File: config.mk
export PLATFORM = sky130hd
export DESIGN_NAME = grs_ring_walker
export DESIGN_NICKNAME = d
export VERILOG_FILES = /design/src/sv/grs_pkg.sv /design/src/sv/grs_ring_walker.sv
export SDC_FILE = /design/constraint.sdc
export NUM_CORES = 1
export LEC_CHECK = 0
export BUFFER_PORTS_ARGS = -buffer_cell sky130_fd_sc_hd__buf_4
export CAP_MARGIN = 20
export CORE_ASPECT_RATIO = 0.8
export CORE_UTILIZATION = 35
export CTS_CLUSTER_DIAMETER = 40
export DETAILED_ROUTE_END_ITERATION = 7
export GPL_TIMING_DRIVEN = 0
export PLACE_DENSITY = 0.54
export SYNTH_ARGS = -nofsm -noshare
export SYNTH_HDL_FRONTEND = slang
export SYNTH_SLANG_ARGS = --single-unit
File: constraint.sdc
create_clock -name clk -period 8.35 [get_ports clk]
set_clock_uncertainty 0.1 [all_clocks]
set_input_delay 1.67 -clock clk [delete_from_list [all_inputs] [get_ports clk]]
set_output_delay 1.67 -clock clk [all_outputs]
set_load 0.05 [all_outputs]
File: src/sv/grs_pkg.sv
// Package for the grid ring neighbour search core.
// Holds the fixed field widths, the stream packing offsets and the walker control type.
// No dependencies.
`default_nettype none
package grs_pkg;

	localparam int IDX_W  = 12;
	localparam int VAL_W  = 8;
	localparam int RAD_W  = 7;
	localparam int SIDE_W = 7;

	localparam int CI_LSB = 0;
	localparam int CV_LSB = CI_LSB + IDX_W;
	localparam int SI_LSB = CV_LSB + VAL_W;
	localparam int TV_LSB = SI_LSB + IDX_W;
	localparam int MR_LSB = TV_LSB + VAL_W;
	localparam int S_DATA_W = ((MR_LSB + RAD_W + 7) / 8) * 8;
	localparam int M_DATA_W = ((IDX_W + 7) / 8) * 8;

	localparam logic ACT_WRITE  = 1'b0;
	localparam logic ACT_SEARCH = 1'b1;

	typedef struct packed {
		logic valid;
		logic in_map;
		logic last;
	} walk_ctrl_t;

endpackage
`default_nettype wire

File: src/sv/grs_ring_walker.sv
// Ring walker: steps through the border cells of square rings around a centre,
// one candidate per cycle, and registers its map address. Depends on grs_pkg.
`default_nettype none
module grs_ring_walker import grs_pkg::*; #(
	parameter int SW = 7,
	parameter int AW = 12
) (
	input  wire logic          clk,
	input  wire logic          arst_n,
	input  wire logic          start,
	input  wire logic          kill,
	input  wire logic [SW-1:0] rad,
	input  wire logic [SW-1:0] cx,
	input  wire logic [IDX_W-1:0] cy,
	input  wire logic [SW-1:0] side,
	output walk_ctrl_t         cand,
	output logic [AW-1:0]      addr
);

	localparam int DW = SW + 1;
	localparam int CW = $clog2((2 ** IDX_W) + (2 ** SW)) + 1;
	localparam int PW = 2 * SW;

	logic                 run_q;
	logic [SW-1:0]        r_q;
	logic signed [DW-1:0] dx_q;
	logic signed [DW-1:0] dy_q;
	walk_ctrl_t           cand_s1;
	logic [AW-1:0]        addr_s1;

	logic signed [DW-1:0] rs;
	logic signed [DW-1:0] nrs;
	logic signed [DW-1:0] rs_next;
	logic                 edge_col;
	logic                 col_end;
	logic                 ring_end;
	logic                 fin;
	logic signed [CW-1:0] nx;
	logic signed [CW-1:0] ny;
	logic                 in_map;
	logic [PW-1:0]        prod;

	always_comb begin
		rs       = $signed({1'b0, r_q});
		nrs      = -rs;
		rs_next  = rs + DW'(1);
		edge_col = (dx_q == rs) || (dx_q == nrs);
		col_end  = (dy_q == rs);
		ring_end = col_end && (dx_q == rs);
		fin      = ring_end && (r_q == rad);
		nx       = $signed(CW'(cx)) + CW'(dx_q);
		ny       = $signed(CW'(cy)) + CW'(dy_q);
		in_map   = !nx[CW-1] && !ny[CW-1] &&
		           (nx < $signed(CW'(side))) && (ny < $signed(CW'(side)));
		prod     = ny[SW-1:0] * side;
	end

	always_ff @(posedge clk or negedge arst_n) begin
		if (!arst_n) begin
			run_q   <= 1'b0;
			cand_s1 <= '0;
		end else begin
			cand_s1.valid  <= run_q && !kill;
			cand_s1.in_map <= in_map;
			cand_s1.last   <= fin;
			if (kill) begin
				run_q <= 1'b0;
			end else if (start) begin
				run_q <= (rad != '0);
			end else if (run_q && fin) begin
				run_q <= 1'b0;
			end
		end
	end

	always_ff @(posedge clk) begin
		addr_s1 <= AW'(prod + PW'(nx[SW-1:0]));
		if (start) begin
			r_q  <= SW'(1);
			dx_q <= -DW'(1);
			dy_q <= -DW'(1);
		end else if (run_q) begin
			if (ring_end) begin
				r_q  <= r_q + 1'b1;
				dx_q <= -rs_next;
				dy_q <= -rs_next;
			end else if (col_end) begin
				dx_q <= dx_q + DW'(1);
				dy_q <= nrs;
			end else if (edge_col) begin
				dy_q <= dy_q + DW'(1);
			end else begin
				dy_q <= rs;
			end
		end
	end

	assign cand = cand_s1;
	assign addr = addr_s1;

endmodule
`default_nettype wire

After elaboration in Yosys (flattened, before gate mapping)
Index checks and enable logic that the tools add are counted.
W data, S select, Z words.
{ "classes": {"n_addsub": 9, "multipliers": 1, "magnitude_cmp": 2, "eq_ne": 4, "mux": 8, "reduce_logical": 16} }
{ "op_table": {"columns": ["operator", "n"], "rows": [
  ["$mux W8", 5],
  ["$eq A8 B8 Y1", 3],
  ["$add A8 B2 Y8 const B", 2],
  ["$add A13 B8 Y14", 1],
  ["$lt A14 B8 Y1", 1],
  ["$add A12 B7 Y12", 1],
  ["$mul A7 B7 Y12", 1],
  ["$add A8 B8 Y9", 1],
  ["$lt A9 B8 Y1", 1],
  ["$add A7 B1 Y8 const B", 1],
  ["$neg A7 Y8", 1],
  ["$neg A8 Y8", 1],
  ["$add A7 B1 Y7 const B", 1],
  ["$eq A7 B7 Y1", 1],
  ["$logic_and A1 B1 Y1", 7],
  ["$reduce_bool A7 Y1", 1],
  ["$reduce_and A2 Y1", 2],
  ["$logic_not A1 Y1", 3],
  ["$mux W1", 3],
  ["$reduce_bool A3 Y1", 1],
  ["$reduce_bool A2 Y1", 1],
  ["$logic_or A1 B1 Y1", 1]
]} }
{ "word_totals": {"register_bits": 39, "input_bits": 37, "output_inout_bits": 15, "elab_cells": 48} }

Depth between registers and ports, before layout
Gate-level depths: netlist (run 1).
{ "depth": {"ltp_word": 7, "depth_mapped": 21, "mapped_depth_nobuf": 21} }

Worst setup path after synthesis (run 1)
No wires, ideal clock.
{ "synth_timing": {"path_kind": "input-to-reg", "from": "input port cy[0]", "to": "register addr_s1[11] (netlist: addr[11])", "setup_time_ns": 0.122, "arrival_time_ns": 6.328, "t_required_ns": 8.128, "path_slack_ns": 1.799, "path_stages": 20, "path_buffers": 0, "cell_sequence": "ha_1 fa_1 a21o_1 a21oi_1 xnor2_1 and2_1 fa_1 inv_1 fa_1 inv_1 fa_1 inv_1 fa_1 inv_1 ha_1 nand2_1 o21ai_0 o41ai_1 o21ai_0 xnor2_1"} }
{ "synth_via": {"elab_chain_len": 3} }
{ "synth_rtl": {"columns": ["item", "line", "rtl"], "rows": [
  ["from (decl)", "grs_ring_walker.sv:14", "input wire logic [IDX_W-1:0] cy,"],
  ["$add A13 B8 Y14", "grs_ring_walker.sv:52", "ny = $signed(CW'(cy)) + CW'(dy_q);"],
  ["$mul A7 B7 Y12", "grs_ring_walker.sv:55", "prod = ny[SW-1:0] * side;"],
  ["$add A12 B7 Y12", "grs_ring_walker.sv:77", "addr_s1 <= AW'(prod + PW'(nx[SW-1:0]));"],
  ["to (signal assigned)", "grs_ring_walker.sv:77", null],
  ["to (decl)", "grs_ring_walker.sv:29", "logic [AW-1:0] addr_s1;"]
]} }
No other way between the ends.
A chain may end at the register's enable or synchronous reset.

Worst setup path in the final report (run 1)
Same ends and word-level chain as after synthesis.

==> results of run 1 <==
state kept, by name, summed over array words and instances, names as in the netlist:
name   cells
r_q        7
run_q      1
dy_q       8
addr      12
dx_q       8
cand       3
how the worst max path moves through the flow:
stage	to	slack, ns	cells after the start
floorplan	addr[11]$_DFF_P_	1.80	20
global placement	addr[11]$_DFF_P_	1.10	21
detailed placement	addr[11]$_DFF_P_	1.11	21
CTS	addr[11]$_DFF_P_	1.43	21
global route	addr[11]$_DFF_P_	1.08	21
finish	addr[11]$_DFF_P_	1.43	21
worst reg2reg max path, cell delays in order (launching register included):
cell and delay [ns]:
dfxtp_1 0.41, ha_1 0.26, fa_1 0.41, a21o_1 0.22, a21oi_1 0.18, xnor2_1 0.29
and2_1 0.29, fa_1 0.50, inv_1 0.05, fa_1 0.47, inv_1 0.05, fa_1 0.52
inv_1 0.05, fa_1 0.52, inv_1 0.04, ha_1 0.33, nand2_1 0.08, o21ai_0 0.12
o41ai_1 0.49, o21ai_0 0.22, xnor2_1 0.16
power by group:
group          total (W)  internal (W)  leakage (nW)  switching (W)
sequential      0.000257      0.000239         0.343      0.0000175
combinational    0.00120      0.000527          2.36       0.000675
clock           0.000262      0.000172        0.0911      0.0000904
total            0.00172      0.000937          2.80       0.000783
cells by family after synthesis:
kind of cell	after synthesis
multiplexers	7
AND/OR/NAND/NOR	181
XOR/XNOR	68
AO/OA/AOI/OAI	117
adder cells (fa/ha/maj)	101
buffers and inverters	95
flip-flops	39
stage by stage:
stage          cell area (um^2)  worst slack, ns  utilization (%)
6_report                   5909            1.426            41.47
3_5_place_dp               5720            1.113            40.15
2_1_floorplan              5107            1.799                -
5_1_grt                    5909            1.078            41.47
3_3_place_gp               5720            1.104            40.15
4_1_cts                    5909            1.433            41.47
layer usage:
metal | global-route usage (%) | vias up | wire length (um)
met2 | 26.91 | 120 | 5256
met1 | 27.77 | 2136 | 6828
li1 | - | 2213 | -
met4 | 4.317 | 0 | 142
met3 | 3.841 | 9 | 744
met5 | 0 | - | 0
layout make-up:
type / instances / share of cell area [%]
Buffer: 20 / 1.906
Clock buffer: 6 / 2.181
Clock inverter: 2 / 1.016
Inverter: 75 / 4.764
Multi-Input combinational cell: 474 / 66.21
Sequential cell: 39 / 13.55
Tap cell: 184 / 3.896
Timing Repair Buffer: 51 / 6.479
cell usage in the layout, fill, tap and decap left out, types with 4 or more instances in the layout:
cell	instances
a211oi_1	4
a21o_1	7
a21oi_1	32
a31oi_1	8
and2_1	29
and3_1	7
buf_2	9
buf_4	54
clkbuf_1	7
clkbuf_16	5
dfrtp_1	4
dfxtp_1	35
fa_1	32
ha_1	69
inv_1	74
mux2i_1	7
nand2_1	48
nand3_1	15
nand4_1	8
nor2_1	38
nor3_1	11
nor4_1	5
o211ai_1	4
o21ai_0	15
o21bai_1	5
o41ai_1	4
xnor2_1	41
xor2_1	25
Yosys cell counts, drive strengths merged, types with 4 or more instances:
master	instances
nand3	15
dfxtp	35
a21o	7
nand4	8
a31oi	8
and2	29
fa	32
xnor2	43
nor4	6
nor3	12
nand2	49
mux2i	7
buf	14
a211oi	4
o211ai	4
a21oi	32
clkbuf	6
o21ai	18
inv	74
ha	69
and3	7
o21bai	5
o41ai	4
dfrtp	4
nor2	38
xor2	25
a2111oi	4
==> run_results.csv, run 1 <==
group,metric,value,unit
run_status,outcome,"completed",
critical_path,start_kind,"primary input",
sta,whs,0.5211,ns
run,drv_cap,0,
clocking,root_buffer,"clkbuf_16",
logic_synthesis,async_reset_ff_share,10.26,%
final_layout,final-seq-area,800.8,um^2
critical_path,crit_chain,"buf_4 -> ha_1 -> fa_1 -> a21o_1 -> a21oi_1 -> xnor2_1 -> and2_1 -> fa_1 -> inv_1 -> fa_1 -> inv_1 -> fa_1 -> inv_1 -> fa_1 -> inv_1 -> ha_1 -> nand2_1 -> o21ai_0 -> o41ai_1 -> o21ai_0 -> xnor2_1",
final_layout,drive_above_1_share,11.99,%
global_routing,antenna_found_initial,0,
logic_synthesis,synthTopCellsByArea,"ha_1, dfxtp_1, fa_1, xnor2_1, inv_1",
routing,routedWlPerCell,15.24,um
logic_synthesis,synthSimpleGateAreaFrac,18.30,%
die,die_x,137.1,um
logic_synthesis,synth_warnings,0,
placed_design,port_buffers,51,
global_routing,overflow,0,
critical_path,cp.buffers_inverters,5,
placed_design,dp.cells,843,
pwr,fin_total_pwr,0.001720,W
sta,rsz0062_at_grt,"no",
final_layout,filler_cell_count,1467,
routing,vias_per_cell,5.262,
clocking,cts_max_path_buffers,2,
routing,ant_nets,0,
clocking,numCtsBuffers,5,
pwr,max-vdd-ir-drop,0.3135,mV
sta,period_share,82.92,%
critical_path,path_class,"in2reg",
global_routing,grt_pass1_vias,4253,
critical_path,cp_top_family,"adder cells",
die,initial_utilization,35.84,%
logic_synthesis,synth.avg_cell_area,8.400,um^2
logic_synthesis,yosysTopAreaCellShare,16.90,%
die,core.rowCount,39,
logic_synthesis,ys_ff_latch,39,
logic_synthesis,synth_ff_type,"dfxtp_1",
clocking,h-tree-depth,2,
logic_synthesis,netlist_area,5107,um^2
critical_path,r2r_start,"dy_q[0]$_SDFFE_PP1P_",
logic_synthesis,synth_compound_area_share,15.53,%
placed_design,gp_congestion,0.9006,
critical_path,path_common_cell,"fa_1",
sta,finalMaxSlewViolations,0,
logic_synthesis,ys_seq_area_share,15.68,%
logic_synthesis,synth-xor-area-share,11.95,%
sta,setup-tns-final,0,ns
routing,first_pass_iters,7,
sta,max_slew_margin,38.36,%
final_layout,multi_input_area,3913,um^2
final_layout,area.growth.synth_to_final,15.70,%
clocking,cts_resized,0,
final_layout,fin_nets,804,
clocking,cts_tree,"yes",
logic_synthesis,synth_top_family_by_area,"adder cells",
logic_synthesis,synth_adder_area_share,29.45,%
sta,max_freq,0.1444,GHz
die,io_pins,52,
final_layout,final_cells,851,
logic_synthesis,yosys.area.top_type,"ha_1",
die,die_height,110.0,um
sta,fin_crit,6.924,ns
critical_path,critPathLaunch,"cy[0]",
clocking,clock_latency,0.30,ns
pwr,p_leak,2.796,nW
critical_path,cp-end-kind,"flop",
critical_path,r2r-end,"addr[11]$_DFF_P_",
worst_hold_path,min_path_type,"reg2reg",
critical_path,rrSetupSlack,2.47,ns
critical_path,critPathMaxStageDelay,0.52,ns
critical_path,arrival,7.02,ns
sta,final_hold_viol_count,0,
logic_synthesis,synth_cells,608,
die,core-area,14250,um^2
global_routing,grt_start_max_net_pins,13,
critical_path,crit_fanout,8,
worst_hold_path,holdPathStages,2,
logic_synthesis,synth_mux_area_share,1.372,%
critical_path,rr_worst_depth,20,
logic_synthesis,synth_cell_types,60,
worst_hold_path,min_to,"dx_q[7]$_SDFFE_PP1P_",
global_routing,grt_pass1_wl,21580,um
sta,worst_slew_pin_slew,0.9180,ns
sta,finalSetupViolCount,0,
clocking,postCtsSetupBuffers,0,
clocking,cts.sinks,39,
routing,drcViolationCount,0,
final_layout,antenna_cells,0,
clocking,cts_hold_buf,0,
logic_synthesis,syn_nets,746,
placed_design,hpwl,10520,um
critical_path,worstPathRequired,8.44,ns
routing,drt_iter0_drc,267,
die,die_area,15080,um^2
worst_hold_path,min_from,"dx_q[7]$_SDFFE_PP1P_",
routing,vias,4478,
routing,drt_wl_total,12970,um
logic_synthesis,synth_edf_count,0,
clocking,path_clk_slew,0.06,ns
global_routing,grtUsageTotal,18.58,%
pwr,power.density,291.1,nW/um^2
critical_path,cpMaxStageDelayCell,"fa_1",
Power figures use the tool's default switching activity.
==> inputs of run 2 (changes only) <==
- PLACE_DENSITY: 0.54 -> 0.56
- clock period: 8.35 -> 6.11 ns (I/O delays scaled with it)
==> run 2 against run 1 <==
Compared with the run above: the run now ends with design-rule violations left; sequential cell count unchanged; worst hold slack worse by 0.023 ns; first-iteration DRC count up 34%; highest routed layer unchanged; final area up 0.76%; clock-buffer cell count unchanged; clock power up 3%; final cell count up 0.35%; sequential power up 37%; worst setup slack worse by 1.2 ns; register-to-register slack worse by 1.6 ns; via count down 0.71%; utilization up 0.32 points.
==> run_results.csv, run 2 (synthesized netlist as in run 1, its figures left out) <==
group,metric,value,unit
run_status,outcome,"finished with violations",
run_status,violations,"design-rule violations",
sta,rsz0062_at_grt,"no",
routing,routedWlPerCell,15.43,um
die,die_x,137.1,um
run,drv_cap,0,
routing,ant_nets,0,
clocking,numCtsBuffers,5,
global_routing,overflow,0,
critical_path,worstPathRequired,6.20,ns
global_routing,antenna_found_initial,0,
critical_path,cp-end-kind,"flop",
clocking,cts_tree,"yes",
global_routing,grt_pass1_wl,21890,um
critical_path,rr_worst_depth,16,
placed_design,post-place-ws,-0.6582,ns
die,die_height,110.0,um
clocking,root_buffer,"clkbuf_16",
worst_hold_path,holdPathStages,2,
sta,finalMaxSlewViolations,0,
sta,final_hold_viol_count,0,
global_routing,grt_start_max_net_pins,13,
sta,setup_ws,0.2668,ns
die,die_area,15080,um^2
placed_design,gp_congestion,0.8406,
sta,fin_crit,5.843,ns
clocking,cts_hold_buf,0,
final_layout,fin_nets,807,
pwr,p_leak,2.815,nW
critical_path,start_kind,"primary input",
worst_hold_path,min_to,"dx_q[4]$_SDFFE_PP1P_",
die,io_pins,52,
placed_design,hpwl,10590,um
die,core.rowCount,39,
critical_path,path_class,"in2reg",
critical_path,r2r_start,"dy_q[0]$_SDFFE_PP1P_",
worst_hold_path,min_path_type,"reg2reg",
die,core-area,14250,um^2
clocking,cts.sinks,39,
final_layout,drive_above_1_share,14.03,%
clocking,path_clk_slew,0.06,ns
final_layout,area.growth.synth_to_final,16.59,%
final_layout,largest_reg_flops,12,
sta,worst_slew_pin_slew,0.7485,ns
clocking,cts_max_path_buffers,2,
routing,drt_wl_total,13170,um
critical_path,rrSetupSlack,0.86,ns
clocking,clock_latency,0.30,ns
final_layout,layout.cells.most_common_list,"inv_1, ha_1, buf_4, nand2_1, nor2_1",
routing,vias_per_cell,5.206,
global_routing,grt_pass1_vias,4307,
global_routing,grtUsageTotal,18.88,%
pwr,fin_total_pwr,0.002398,W
pwr,max-vdd-ir-drop,0.4171,mV
final_layout,final_common_cell,"inv_1",
critical_path,r2r-end,"addr[11]$_DFF_P_",
worst_hold_path,min_from,"dx_q[4]$_SDFFE_PP1P_",
sta,max_slew_margin,49.93,%
routing,drt_iter0_drc,358,
routing,drcViolationCount,2,
routing,first_pass_iters,7,
pwr,power.density,402.8,nW/um^2
final_layout,antenna_cells,0,
sta,whs,0.4981,ns
critical_path,arrival,5.93,ns
sta,finalSetupViolCount,0,
die,initial_utilization,35.84,%
clocking,h-tree-depth,2,
sta,period_share,95.63,%
placed_design,port_buffers,51,
sta,max_freq,0.1711,GHz
critical_path,crit_fanout,7,
routing,vias,4446,
run 2: how the worst max path moves through the flow:
stage	endpoint	startpoint	depth (start not counted)
CTS	addr[11]$_DFF_P_	cy[0]	21
floorplan	addr[11]$_DFF_P_	cy[0]	20
global route	addr[10]$_DFF_P_	cy[0]	19
detailed placement	addr[11]$_DFF_P_	cy[0]	21
finish	addr[11]$_DFF_P_	cy[0]	17
global placement	addr[11]$_DFF_P_	cy[0]	21
run 2: area by class of cell:
| cell class | count | area (um^2) |
|---|---|---|
| plain buffers | 20 | 112.6 |
| clock buffers | 6 | 128.9 |
| clock inverters | 2 | 12.51 |
| fillers | 1439 | 8294 |
| inverters | 75 | 281.5 |
| multi-input cells | 474 | 3983 |
| flip-flops and latches | 39 | 800.8 |
| well taps | 184 | 230.2 |
| repair buffers | 54 | 405.4 |
run 2: critical path, stage by stage:
cell	delay [ns]
buf_4	0.12
ha_1	0.22
fa_2	0.36
a21o_1	0.22
a221oi_2	0.32
xnor2_2	0.25
and2_1	0.24
fa_1	0.49
fa_1	0.44
fa_1	0.55
inv_1	0.06
fa_1	0.52
inv_1	0.04
ha_1	0.22
o41ai_2	0.42
o21ai_1	0.12
xnor2_1	0.13
run 2: repair_timing:
| action | CTS | global route |
|---|---|---|
| setup buffers | 3 | 0 |
| gates resized for setup | 6 | 7 |
| pin swaps | 3 | 6 |
| setup endpoints to repair | 3 | 3 |
run 2: routing by layer:
layer	routed length, um	vias to the layer above	share of wire [%]	track usage (%)
li1	-	2215	-	-
met1	6841	2112	52	28.75
met2	5383	109	41	27.20
met3	791	10	6.0	3.109
met4	157	0	1.2	4.553
met5	0	-	0	0
run 2: report_power, final:
group	internal (W)	total, W	switching, W
Sequential	0.000327	0.000353	0.0000259
Clock	0.000151	0.000270	0.000119
Combinational	0.000800	0.00178	0.000976
Total	0.00128	0.00240	0.00112
run 2: per-stage QoR:
step                instances  util (%)  setup TNS [ns]  cell area (um^2)
finish                    854     41.79               0              5954
global route              854     41.79               0              5954
CTS                       854     41.53               0              5918
detailed placement        843     40.15          -1.576              5720
global placement          843     40.15          -1.567              5720
floorplan                 608         -               0              5107
