`src/sv/grs_pkg.sv`:
```
// Package for the grid ring neighbour search core.
// Holds the fixed field widths, the stream packing offsets and the walker control type.
// No dependencies.
`default_nettype none
package grs_pkg;

	localparam int IDX_W  = 12;
	localparam int VAL_W  = 8;
	localparam int RAD_W  = 7;
	localparam int SIDE_W = 7;

	localparam int CI_LSB = 0;
	localparam int CV_LSB = CI_LSB + IDX_W;
	localparam int SI_LSB = CV_LSB + VAL_W;
	localparam int TV_LSB = SI_LSB + IDX_W;
	localparam int MR_LSB = TV_LSB + VAL_W;
	localparam int S_DATA_W = ((MR_LSB + RAD_W + 7) / 8) * 8;
	localparam int M_DATA_W = ((IDX_W + 7) / 8) * 8;

	localparam logic ACT_WRITE  = 1'b0;
	localparam logic ACT_SEARCH = 1'b1;

	typedef struct packed {
		logic valid;
		logic in_map;
		logic last;
	} walk_ctrl_t;

endpackage
`default_nettype wire

```
`src/sv/grs_divider.sv`:
```
// Iterative restoring divider that splits a cell index into row and column.
// One quotient bit per cycle. Depends on grs_pkg.
`default_nettype none
module grs_divider import grs_pkg::*; #(
	parameter int SW = 7
) (
	input  wire logic          clk,
	input  wire logic          arst_n,
	input  wire logic          start,
	input  wire logic [IDX_W-1:0] dividend,
	input  wire logic [SW-1:0] divisor,
	output logic               done,
	output logic [IDX_W-1:0]   quot,
	output logic [SW-1:0]      rem
);

	localparam int CNT_W = $clog2(IDX_W + 1);

	logic [CNT_W-1:0] cnt_q;
	logic             done_q;
	logic [IDX_W-1:0] quo_q;
	logic [SW-1:0]    rem_q;
	logic [SW:0]      shifted;
	logic             take;

	always_comb begin
		shifted = {rem_q, quo_q[IDX_W-1]};
		take    = shifted >= {1'b0, divisor};
	end

	always_ff @(posedge clk or negedge arst_n) begin
		if (!arst_n) begin
			cnt_q  <= '0;
			done_q <= 1'b0;
		end else begin
			done_q <= 1'b0;
			if (start) begin
				cnt_q <= CNT_W'(IDX_W);
			end else if (cnt_q != '0) begin
				cnt_q  <= cnt_q - 1'b1;
				done_q <= (cnt_q == CNT_W'(1));
			end
		end
	end

	always_ff @(posedge clk) begin
		if (start) begin
			quo_q <= dividend;
			rem_q <= '0;
		end else if (cnt_q != '0) begin
			quo_q <= {quo_q[IDX_W-2:0], take};
			if (take) begin
				rem_q <= SW'(shifted - {1'b0, divisor});
			end else begin
				rem_q <= shifted[SW-1:0];
			end
		end
	end

	assign done = done_q;
	assign quot = quo_q;
	assign rem  = rem_q;

endmodule
`default_nettype wire

```
`config.mk`:
```
export PLATFORM = sky130hd
export DESIGN_NAME = grs_divider
export DESIGN_NICKNAME = d
export VERILOG_FILES = /design/src/sv/grs_pkg.sv /design/src/sv/grs_divider.sv
export SDC_FILE = /design/constraint.sdc
export NUM_CORES = 1
export LEC_CHECK = 0
export ABC_CLOCK_PERIOD_IN_PS = 5000
export BUFFER_PORTS_ARGS = -buffer_cell sky130_fd_sc_hd__buf_4
export CAP_MARGIN = 20
export CORE_MARGIN = 3
export CORE_UTILIZATION = 55
export DETAILED_ROUTE_END_ITERATION = 10
export GPL_ROUTABILITY_DRIVEN = 0
export PLACE_DENSITY = 0.9
export SYNTH_ARGS = -nofsm -noshare
export SYNTH_HDL_FRONTEND = slang
export SYNTH_SLANG_ARGS = --single-unit
```
`constraint.sdc`:
```
create_clock -name clk -period 5 [get_ports clk]
set_input_delay 0.5 -clock clk [delete_from_list [all_inputs] [get_ports clk]]
set_output_delay 0.5 -clock clk [all_outputs]
set_load 0.1 [all_outputs]
```
* After elaboration in Yosys (flattened, before gate mapping)
Index checks and enable logic that the tools add are counted.
** Cells by class
- Add/sub/neg operators :: 2
- Order comparisons :: 1
- Equal/unequal tests :: 1
- Mux-type cells :: 7
- Reduce and logical (&&, ||, !) cells :: 2
** Operators by type and width (count)
- $mux W12 :: 2
- $ge A8 B7 Y1 :: 1
- $mux W4 :: 2
- $mux W7 :: 1
- $sub A7 B7 Y7 :: 1
- $eq A4 B1 Y1 const B :: 1
- $reduce_bool A4 Y1 :: 1
- $sub A4 B1 Y4 const B :: 1
- $mux W1 :: 2
- $reduce_bool A2 Y1 :: 1
** Storage, ports and cells
- Bits in registers :: 24
- Input bits :: 22
- Output and inout bits :: 20
- Word-level logic and storage cells :: 17

* Longest topological paths before layout
Gate-level depths: netlist of run 1.
- Word-level depth :: 3
- Mapped depth :: 9
- Mapped depth without buffers :: 8

* Worst setup path before layout of run 1
No wires, ideal clock.
- Kind :: flip-flop to flip-flop
- From :: reg quo_q[11], in the netlist quot[11]
- To :: reg rem_q[1], in the netlist rem[1]
- Arrival :: 2.644 ns
- Path slack :: 2.250 ns
- Stages on the path, launching flop included :: 9
- Buffers on the path :: 0
- Period minus slack after synthesis :: 2.750 ns
- Path through :: edfxtp_1 inv_1 ha_1 fa_1 nand2b_1 a211oi_2 nor3_2 or4_1 o311ai_0
** On the way
- Word-level cells in the longest chain between the ends :: 2
- Elaborated cells between the ends (all ways) :: 3
- Those cells by class :: add/sub: 1; order compare: 1; mux: 1
** RTL lines
- start, declared :: RTL line grs_divider.sv:21 : logic [IDX_W-1:0] quo_q;
- start signal, assigned :: RTL line grs_divider.sv:48 : quo_q <= dividend;
- start signal, assigned :: RTL line grs_divider.sv:51 : quo_q <= {quo_q[IDX_W-2:0], take};
- $sub A7 B7 Y7 / $ge A8 B7 Y1 (equally long branches) :: RTL line grs_divider.sv:53, grs_divider.sv:28
- $mux W7 (*) :: RTL line grs_divider.sv:52 : if (take) begin
- end signal, assigned :: RTL line grs_divider.sv:53 : rem_q <= SW'(shifted - {1'b0, divisor});
- end signal, assigned :: RTL line grs_divider.sv:55 : rem_q <= shifted[SW-1:0];
- end, declared :: RTL line grs_divider.sv:22 : logic [SW-1:0] rem_q;
Every way passes the cells marked *; elsewhere a longest branch is shown, timed or not.
A chain may end at the register's enable or synchronous reset.

* Final worst setup path of run 1
- From :: reg quo_q[11], in the netlist quot[11]
- To :: reg rem_q[2], in the netlist rem[2]
Same word-level chain as after synthesis.

==> flow_summary.json, run 1 <==
{
  "synthesis.nets": 170,
  "leakagePower_nw": 0.8328,
  "synth_area_sq_um": 1434,
  "final_design_area_no_fill_sq_um": 1797,
  "cts_resized": 0,
  "cts_buffers": 3,
  "core_area_sq_um": 2340,
  "mostFrequentLayoutCells": "buf_4 (41), nor2_1 (15), inv_1 (14)",
  "cp_data_arrival_time_ns": 2.66,
  "fin_util": 0.7679,
  "cp-end-kind": "flip-flop",
  "powerDensity_nw_per_um2": 606.9,
  "grt_max_degree": 28,
  "grt_overflow_total": 0,
  "setup_ws_ns": 2.545,
  "drv_cap": 0,
  "clk_pin_slew_ns": 0.14,
  "synth_ff_type": "edfxtp_1",
  "ys_seq_area_frac": 0.4363,
  "synthCells": 138,
  "relSlewSlack": 0.4917,
  "synth-async-reset-ratio": 0.2083,
  "dr.pass1.iters": 4,
  "antenna_left": 0,
  "die_w_um": 57.06,
  "numPortBuffers": 41,
  "drt_iter0_drc": 41,
  "rows": 17,
  "drcViolationCount": 0,
  "dp_hpwl_um": 2366,
  "drt_wl_total_um": 3327,
  "diodes": 0,
  "hold_viol": 0,
  "ios": 42,
  "syn_to_final_growth_pct": 25.31,
  "antenna_found_initial": 0,
  "nNetsFinal": 212,
  "fin_crit_sh": 0.4910,
  "wl_per_cell_um": 16.07,
  "place_ws_ns": 2.494,
  "synth_top_area_frac": 0.2513,
  "clockBufferDepth": 2,
  "fin_skew_ns": 0.009913,
  "place_inst": 202,
  "yosys_warnings": 0,
  "clkSinkCount": 24,
  "die_h_um": 57.06,
  "root_buffer": "clkbuf_4",
  "cts.htree.levels": 1,
  "critPathMaxFanout": 11,
  "cp.required_ns": 5.21,
  "ir_drop_v": 0.0005114,
  "grt_pass1_wl_um": 5747,
  "layout_commonest_cell": "buf_4",
  "num_vias": 1192,
  "worstMarginPinSlew_ns": 0.7583,
  "fp.dieArea_sq_um": 3256,
  "ys_ff_latch": 24,
  "run_status": "complete, no violations",
  "setup_viol": 0,
  "worstSetupPathType": "flip-flop to flip-flop",
  "final_layout_size_suffix_gt1_frac": 0.3408,
  "yosysTopAreaCell": "edfxtp_1",
  "final.setup.tns_ns": 0,
  "place_area_sq_um": 1750,
  "period_minus_slack_ns": 2.455,
  "synth.avg_cell_area_sq_um": 10.39,
  "r2r_setup_slack_ns": 2.54,
  "fmax_mhz": 407.3,
  "hold_class": "input pin to flip-flop",
  "rsz0062_at_grt": "false",
  "initial_core_util": 0.6128,
  "synth_area_leaders": "edfxtp_1 (25%), dfxtp_1 (9.8%), dfrtp_1 (8.7%)",
  "maxSlewViolCount": 0,
  "vias_per_cell": 5.758,
  "grt_usage": 0.2255,
  "finalNonFillerCells": 207,
  "grt_pass1_vias": 1234,
  "synth.distinct_cells": 39,
  "synth-edff-count": 12,
  "clk_latency_ns": 0.32,
  "cts_tree": "built",
  "cp-start-kind": "flip-flop"
}
## synthesized netlist by cell type (all sizes together), types with 4 or more instances
cell	count
mux2i	6
nand2	4
inv	15
ha	9
nor2	15
edfxtp	12
a211oi	5
dfxtp	7
dfrtp	5
mux2	11
clkbuf	4
nor3	5
a21oi	8
## worst max-delay path, cell delays in order (launching register included)
cell	delay, ns
edfxtp_1	0.43
inv_1	0.11
ha_1	0.18
fa_1	0.22
nand2b_1	0.17
a211oi_2	0.08
nor3_2	0.58
mux2i_1	0.22
a211oi_1	0.35
## cell families (layout without fill, tap and decap cells)
kind of cell             count (synthesis)  after routing  synth area share
AO/OA/AOI/OAI                           24             24            0.1204
XOR/XNOR                                 4              4           0.02444
adder cells (fa/ha/maj)                 10             10           0.09250
buffers and inverters                   20             61           0.05759
flip-flops                              24             24            0.4363
multiplexers                            17             17            0.1283
AND/OR/NAND/NOR                         39             39            0.1405
## metal layers
layer  vias to the layer above  GRT usage  part of all wire
li1                        583          -                 -
met4                         0    0.08278             0.028
met3                        13    0.05656             0.050
met1                       545     0.2662              0.41
met2                        51     0.3948              0.51
met5                         -          0                 0
## final timing paths
check	startpoint	end	depth (start not counted)
setup / recovery	quot[11]	rem[2]	8
max in group asynchronous	arst_n	cnt_q[1]	2
setup reg to reg	quot[11]	rem[2]	8
hold / removal	dividend[8]	quot[8]	2
min in group asynchronous	arst_n	cnt_q[3]	2
hold reg to reg	rem[6]	rem[6]	2
## final cells by class
cell class	count	area [sq um]
tap	28	35.03
timing repair buffer	42	317.8
clock buffer	4	36.28
inverter	15	56.30
fill	159	543.0
sequential	24	625.6
multi-input combinational	94	725.7
## report_power, final
| part | switching (mW) | total (mW) | leakage, nW | internal (mW) |
|---|---|---|---|---|
| Clock | 0.0596 | 0.104 | 0.0210 | 0.0445 |
| Sequential | 0.0418 | 0.298 | 0.245 | 0.256 |
| Combinational | 0.490 | 0.688 | 0.567 | 0.198 |
## through the flow
stage | hold WS (ns) | total power [mW]
finish | 0.4736 | 1.090
global route | 0.4513 | 1.151
CTS | 0.4667 | 1.088
detailed placement | 0.3062 | 0.9786
global placement | 0.3033 | 0.9541
floorplan | 0.2044 | 0.8512
## repair_timing
item | in CTS | in global routing
hold buffers | 1 | 0
buffers inserted | 0 | 0
hold endpoints to repair | 5 | 0
## state kept, by name (all words and copies together), names as in the netlist
register,flops
quot,12
cnt_q,4
rem,7
done,1
Note: power is estimated with default switching activity, not from simulation.
==> run 2, diff against run 1 <==
--- a/config.mk
+++ b/config.mk
@@ -5,14 +5,14 @@
 export SDC_FILE = /design/constraint.sdc
 export NUM_CORES = 1
 export LEC_CHECK = 0
-export ABC_CLOCK_PERIOD_IN_PS = 5000
+export ABC_CLOCK_PERIOD_IN_PS = 2000
 export BUFFER_PORTS_ARGS = -buffer_cell sky130_fd_sc_hd__buf_4
 export CAP_MARGIN = 20
 export CORE_MARGIN = 3
-export CORE_UTILIZATION = 55
+export CORE_UTILIZATION = 46
 export DETAILED_ROUTE_END_ITERATION = 10
 export GPL_ROUTABILITY_DRIVEN = 0
-export PLACE_DENSITY = 0.9
+export PLACE_DENSITY = 0.81
 export SYNTH_ARGS = -nofsm -noshare
 export SYNTH_HDL_FRONTEND = slang
 export SYNTH_SLANG_ARGS = --single-unit
==> constraint.sdc (replaced) <==
create_clock -name clk -period 2 [get_ports clk]
set_input_delay 0.2 -clock clk [delete_from_list [all_inputs] [get_ports clk]]
set_output_delay 0.2 -clock clk [all_outputs]
set_load 0.1 [all_outputs]
==> run 2 against run 1 <==
- the run now ends with negative setup slack left
- combinational power increased to 3.1 times the previous value
- setup slack worse by 2.7 ns
- clock power is 120% higher
- die area is 17% higher
- global-route usage shrank 2.2 points
- largest power group unchanged
==> flow_summary.json, run 2 (synthesis gave the netlist of run 1 again) <==
{
  "run_status": "finished, violations left",
  "violations": "negative setup slack",
  "r2r_setup_slack_ns": -0.15,
  "die_w_um": 61.83,
  "clkSinkCount": 24,
  "syn_to_final_growth_pct": 40.84,
  "cp-end-kind": "flip-flop",
  "leakagePower_nw": 0.9529,
  "powerDensity_nw_per_um2": 1539,
  "final_layout_size_suffix_gt1_frac": 0.4378,
  "mostFrequentLayoutCells": "buf_4 (60), nor2_1 (15), inv_1 (13)",
  "setup_ws_ns": -0.1469,
  "nNetsFinal": 234,
  "cts_tree": "built",
  "num_vias": 1293,
  "fin_crit_sh": 1.073,
  "ios": 42,
  "vias_per_cell": 5.573,
  "clk_pin_slew_ns": 0.13,
  "core_area_sq_um": 2853,
  "crit_family": "compound AO/OA/AOI/OAI gates",
  "fin_util": 0.7079,
  "cp-start-kind": "flip-flop",
  "rows": 19,
  "drcViolationCount": 0,
  "place_area_sq_um": 1857,
  "largest_register_ffs": 12,
  "fin_skew_ns": 0.002749,
  "numPortBuffers": 41,
  "grt_pass1_wl_um": 5720,
  "dr.pass1.iters": 4,
  "hold_class": "input pin to flip-flop",
  "crit_buf_inv": 2,
  "grt_max_degree": 28,
  "total_power_mw": 3.108,
  "maxSlewViolCount": 0,
  "fp.dieArea_sq_um": 3823,
  "final_design_area_no_fill_sq_um": 2019,
  "cp.required_ns": 2.24,
  "period_minus_slack_ns": 2.147,
  "clockBufferDepth": 2,
  "root_buffer": "clkbuf_4",
  "drt_iter0_drc": 58,
  "path_cells": "inv_2 > ha_4 > fa_2 > nand2b_4 > a211oi_4 > nor3_4 > buf_12 > a31o_1 > a311oi_2",
  "drv_cap": 0,
  "setup_viol": 8,
  "dp_hpwl_um": 2551,
  "critical_path.slowest_cell": "edfxtp_1",
  "worstMarginPinSlew_ns": 0.5215,
  "cts.htree.levels": 1,
  "initial_core_util": 0.5026,
  "drt_wl_total_um": 3668,
  "critPathMaxFanout": 5,
  "relSlewSlack": 0.6515,
  "worstSetupPathType": "flip-flop to flip-flop",
  "place_ws_ns": -0.2005,
  "grt_overflow_total": 0,
  "clk_latency_ns": 0.31,
  "antenna_found_initial": 0,
  "layout_commonest_cell": "buf_4",
  "cp_data_arrival_time_ns": 2.39,
  "grt_pass1_vias": 1280,
  "hold_viol": 0,
  "antenna_left": 0,
  "wl_per_cell_um": 15.81,
  "ir_drop_v": 0.001221,
  "grt_usage": 0.2033,
  "fmax_mhz": 465.8,
  "diodes": 0,
  "cp_slowest_stage_delay_ns": 0.41,
  "die_h_um": 61.83,
  "rsz0062_at_grt": "true",
  "cts_buffers": 3
}
-- run 2: layout make-up --
type / instances / area (sq um)
fillers: 202 / 833.3
multi-input cells: 94 / 769.5
flip-flops and latches: 24 / 625.6
repair buffers: 64 / 503.0
inverters: 15 / 56.30
well taps: 31 / 38.79
clock buffers: 4 / 26.28
-- run 2: per-layer routing --
layer  up-vias  share of wire  GRT usage
met1       616           0.42     0.2503
met5         -              0          0
met4         0          0.016    0.06364
met3         8          0.045    0.05165
met2        39           0.52     0.3483
li1        630              -          -
-- run 2: worst paths after layout --
check	start	cells after the start	endpoint
worst max register to register	quot[11]	9	rem[5]
worst max-delay path	quot[11]	9	rem[5]
max in group asynchronous	arst_n	2	cnt_q[3]
worst min-delay path	dividend[3]	2	quot[3]
min in group asynchronous	arst_n	2	cnt_q[2]
worst min register to register	rem[6]	2	rem[6]
-- run 2: timing repair --
item	4_1_cts	5_1_grt
gates resized for setup	6	3
endpoints found under the hold margin	5	0
pin swaps	5	4
hold buffers	1	0
buffers inserted	8	2
setup endpoints to repair	8	20
-- run 2: metrics by stage --
stage,instances,setup TNS (ns),hold WS [ns]
after floorplan,138,-4.661,-0.09559
after global placement,217,-0.4286,0.0009643
after detailed placement,217,-1.421,0.003968
after CTS,230,-0.4404,0.1735
after global routing,232,-1.406,0.1585
final,232,-0.7945,0.1784
-- run 2: worst reg2reg max path, stage by stage (launching register included) --
cell and delay (ns):
edfxtp_1 0.41, inv_2 0.07, ha_4 0.16, fa_2 0.35, nand2b_4 0.17, a211oi_4 0.24
nor3_4 0.09, buf_12 0.15, a31o_1 0.19, a311oi_2 0.25
-- run 2: power breakdown --
part / total, mW / switching, mW / internal [mW]
clock network: 0.225 / 0.147 / 0.0779
registers: 0.722 / 0.0817 / 0.641
logic: 2.16 / 1.35 / 0.809
==> run 3, diff against run 2 <==
--- a/config.mk
+++ b/config.mk
@@ -5,14 +5,17 @@
 export SDC_FILE = /design/constraint.sdc
 export NUM_CORES = 1
 export LEC_CHECK = 0
+export ABC_AREA = 1
 export ABC_CLOCK_PERIOD_IN_PS = 2000
 export BUFFER_PORTS_ARGS = -buffer_cell sky130_fd_sc_hd__buf_4
 export CAP_MARGIN = 20
+export CELL_PAD_IN_SITES_DETAIL_PLACEMENT = 1
+export CELL_PAD_IN_SITES_GLOBAL_PLACEMENT = 1
 export CORE_MARGIN = 3
-export CORE_UTILIZATION = 46
+export CORE_UTILIZATION = 33
 export DETAILED_ROUTE_END_ITERATION = 10
 export GPL_ROUTABILITY_DRIVEN = 0
-export PLACE_DENSITY = 0.81
+export PLACE_DENSITY = 0.82
 export SYNTH_ARGS = -nofsm -noshare
 export SYNTH_HDL_FRONTEND = slang
 export SYNTH_SLANG_ARGS = --single-unit
==> run 3 against run 2 <==
- the run now ends clean
- design area is 2.2% lower
- worst hold slack improved by 0.018 ns
- critical endpoint is now rem[2]
- die area grew 43%
- wire length rose by 6.5%
- critical path type unchanged
- first-iteration DRC count decreased by 14%
- via count increased by 13%
- highest routed layer unchanged
- flip-flop and latch count stayed put
- setup slack improved by 0.31 ns
- clock skew is 0.0056 ns higher
- sequential share of layout area increased by 0.77 points
==> flow_summary.json, run 3 <==
{
  "grt_overflow_total": 0,
  "yosysTopAreaCell": "edfxtp_1",
  "die_h_um": 74.01,
  "fmax_mhz": 544.1,
  "antenna_left": 0,
  "synth_ff_type": "edfxtp_1",
  "powerDensity_nw_per_um2": 1320,
  "path_cells": "inv_1 > ha_2 > fa_2 > inv_2 > nand2_1 > nand2_1 > nand2_1 > nand2_1 > nand2_2 > nand2_4 > nand2_1 > nand2_1 > o21ai_1",
  "synth_area_leaders": "edfxtp_1 (24%), nand2_1 (19%), inv_1 (9.3%)",
  "fillerInstances": 568,
  "switching_share": 0.5302,
  "cts_buffers": 3,
  "leakagePower_nw": 1.098,
  "cts.htree.levels": 1,
  "period_minus_slack_ns": 1.838,
  "worstSetupPathType": "flip-flop to flip-flop",
  "place_area_sq_um": 1912,
  "ys_ff_latch": 24,
  "fin_util": 0.4473,
  "cp_slowest_stage_delay_ns": 0.37,
  "hold_class": "input pin to flip-flop",
  "drcViolationCount": 0,
  "grt_usage": 0.1468,
  "grt_pass1_wl_um": 6299,
  "worstMarginPinSlew_ns": 0.5874,
  "synth.avg_cell_area_sq_um": 7.133,
  "ys_seq_area_frac": 0.4098,
  "clk_pin_slew_ns": 0.09,
  "maxSlewViolCount": 0,
  "critical_path.slowest_cell": "edfxtp_1",
  "ir_drop_v": 0.0005983,
  "synthCells": 214,
  "final_design_area_no_fill_sq_um": 1974,
  "critPathMaxFanout": 7,
  "grt_pass1_vias": 1455,
  "run_status": "complete, no violations",
  "relSlewSlack": 0.6080,
  "path_common_cell": "nand2_1",
  "crit_buf_inv": 2,
  "root_buffer": "clkbuf_8",
  "seqPwrFrac": 0.282,
  "dp_hpwl_um": 3170,
  "drv_cap": 0,
  "hold_viol": 0,
  "cp_data_arrival_time_ns": 1.99,
  "antenna_found_initial": 0,
  "vias_per_cell": 4.679,
  "cp-start-kind": "flip-flop",
  "synthesis.nets": 246,
  "clkPwrFrac": 0.111,
  "yosysMostFrequentCell": "nand2_1",
  "dr.pass1.iters": 4,
  "largest_register_ffs": 12,
  "setup_viol": 0,
  "final_layout_size_suffix_gt1_frac": 0.2231,
  "numPortBuffers": 41,
  "drt_iter0_drc": 50,
  "synth-edff-count": 12,
  "clockBufferDepth": 2,
  "num_vias": 1460,
  "crit_family": "simple AND/OR/NAND/NOR gates",
  "yosys_warnings": 0,
  "synth-async-reset-ratio": 0.2083,
  "layout_commonest_cell": "nand2_1",
  "synth_area_sq_um": 1526,
  "mostFrequentLayoutCells": "nand2_1 (79), buf_4 (46), inv_1 (37)",
  "synth_top_area_frac": 0.2361,
  "initial_core_util": 0.3458,
  "syn_to_final_growth_pct": 29.34,
  "fp.dieArea_sq_um": 5477,
  "clkSinkCount": 24,
  "wl_per_cell_um": 12.52,
  "cp.required_ns": 2.15,
  "rows": 24,
  "synthTopCellsByCount": "nand2_1 (79), inv_1 (38), nor2_1 (18), nand3_1 (15), edfxtp_1 (12)",
  "synth.distinct_cells": 25,
  "ios": 42,
  "fin_skew_ns": 0.008311,
  "cp-end-kind": "flip-flop",
  "die_w_um": 74.01,
  "hold_slack_ns": 0.1968,
  "intPower_mw": 1.225,
  "core_area_sq_um": 4414,
  "p_switching_mw": 1.382,
  "drt_wl_total_um": 3905,
  "cts_tree": "built",
  "nNetsFinal": 293,
  "diodes": 0,
  "combinationalPowerShare": 0.607,
  "clk_latency_ns": 0.27,
  "grt_max_degree": 18,
  "fin_crit_sh": 0.9190
}
## run 3: cell types whose count changed after synthesis, moves of 4 or more
| cell | delta |
|---|---|
| nand2_1 | +75 |
| inv_1 | +24 |
| nand3_1 | +13 |
| mux2_2 | -11 |
| mux2i_1 | -6 |
| o21ai_0 | +6 |
| a21oi_1 | -5 |
| a211oi_1 | -4 |
## run 3: cell type report
| type | instances | area (sq um) | area share |
|---|---|---|---|
| Multi-Input combinational cell | 147 | 739.5 | 0.3745 |
| Sequential cell | 24 | 626.9 | 0.3175 |
| Timing Repair Buffer | 47 | 355.3 | 0.1800 |
| Inverter | 38 | 142.6 | 0.07224 |
| Tap cell | 52 | 65.06 | 0.03295 |
| Clock buffer | 3 | 41.29 | 0.02091 |
| Clock inverter | 1 | 3.754 | 0.001901 |
## run 3: final timing paths
path                            end   startpoint  cells past startpoint  slack (ns)
setup / recovery             rem[2]     quot[11]                     13        0.16
hold / removal              quot[1]  dividend[1]                      3        0.20
setup reg to reg             rem[2]     quot[11]                     13        0.16
hold reg to reg            cnt_q[0]     cnt_q[0]                      1        0.53
max in group asynchronous  cnt_q[1]       arst_n                      2        1.61
min in group asynchronous  cnt_q[3]       arst_n                      2        0.28
## run 3: layer usage
metal  wire length, um  track usage
met1              1677       0.1724
met4                25      0.03018
met2              2081       0.2805
met3               120      0.02162
met5                 0            0
## run 3: kinds of logic after synthesis
| family | after synthesis | synth area share |
|---|---|---|
| flip-flops | 24 | 0.4098 |
| XOR/XNOR | 2 | 0.01148 |
| AO/OA/AOI/OAI | 15 | 0.05984 |
| AND/OR/NAND/NOR | 120 | 0.3197 |
| adder cells (fa/ha/maj) | 10 | 0.08689 |
| buffers and inverters | 43 | 0.1123 |
## run 3: worst register-to-register path: stages (launching register included)
cell and delay (ns):
edfxtp_1 0.37, inv_1 0.06, ha_2 0.19, fa_2 0.36, inv_2 0.07, nand2_1 0.04, nand2_1 0.08, nand2_1 0.08
nand2_1 0.08, nand2_2 0.11, nand2_4 0.12, nand2_1 0.05, nand2_1 0.06, o21ai_1 0.06
## run 3: what timing repair did
item / 4_1_cts / 5_1_grt
resized for setup: 0 / 0
setup buffers: 0 / 1
hold buffers: 1 / 0
setup endpoints to repair: 0 / 2
endpoints found under the hold margin: 5 / 0
## run 3: power groups by stage
stage | Combinational, mW | Clock, mW | Sequential (mW)
final | 1.58 | 0.288 | 0.736
after global routing | 1.74 | 0.315 | 0.753
after CTS | 1.60 | 0.302 | 0.740
after detailed placement | 1.59 | 0 | 0.751
after global placement | 1.56 | 0 | 0.745
after floorplan | 0.668 | 0 | 1.32
## run 3: stage by stage
| stage | cells | total power, mW | setup slack [ns] | setup TNS [ns] |
|---|---|---|---|---|
| after floorplan | 214 | 1.991 | -0.3923 | -2.809 |
| after global placement | 306 | 2.303 | 0.2320 | 0 |
| after detailed placement | 306 | 2.342 | 0.1750 | 0 |
| after CTS | 311 | 2.642 | 0.1533 | 0 |
| after global routing | 312 | 2.804 | -0.0002411 | -0.0002411 |
| final | 312 | 2.607 | 0.1620 | 0 |
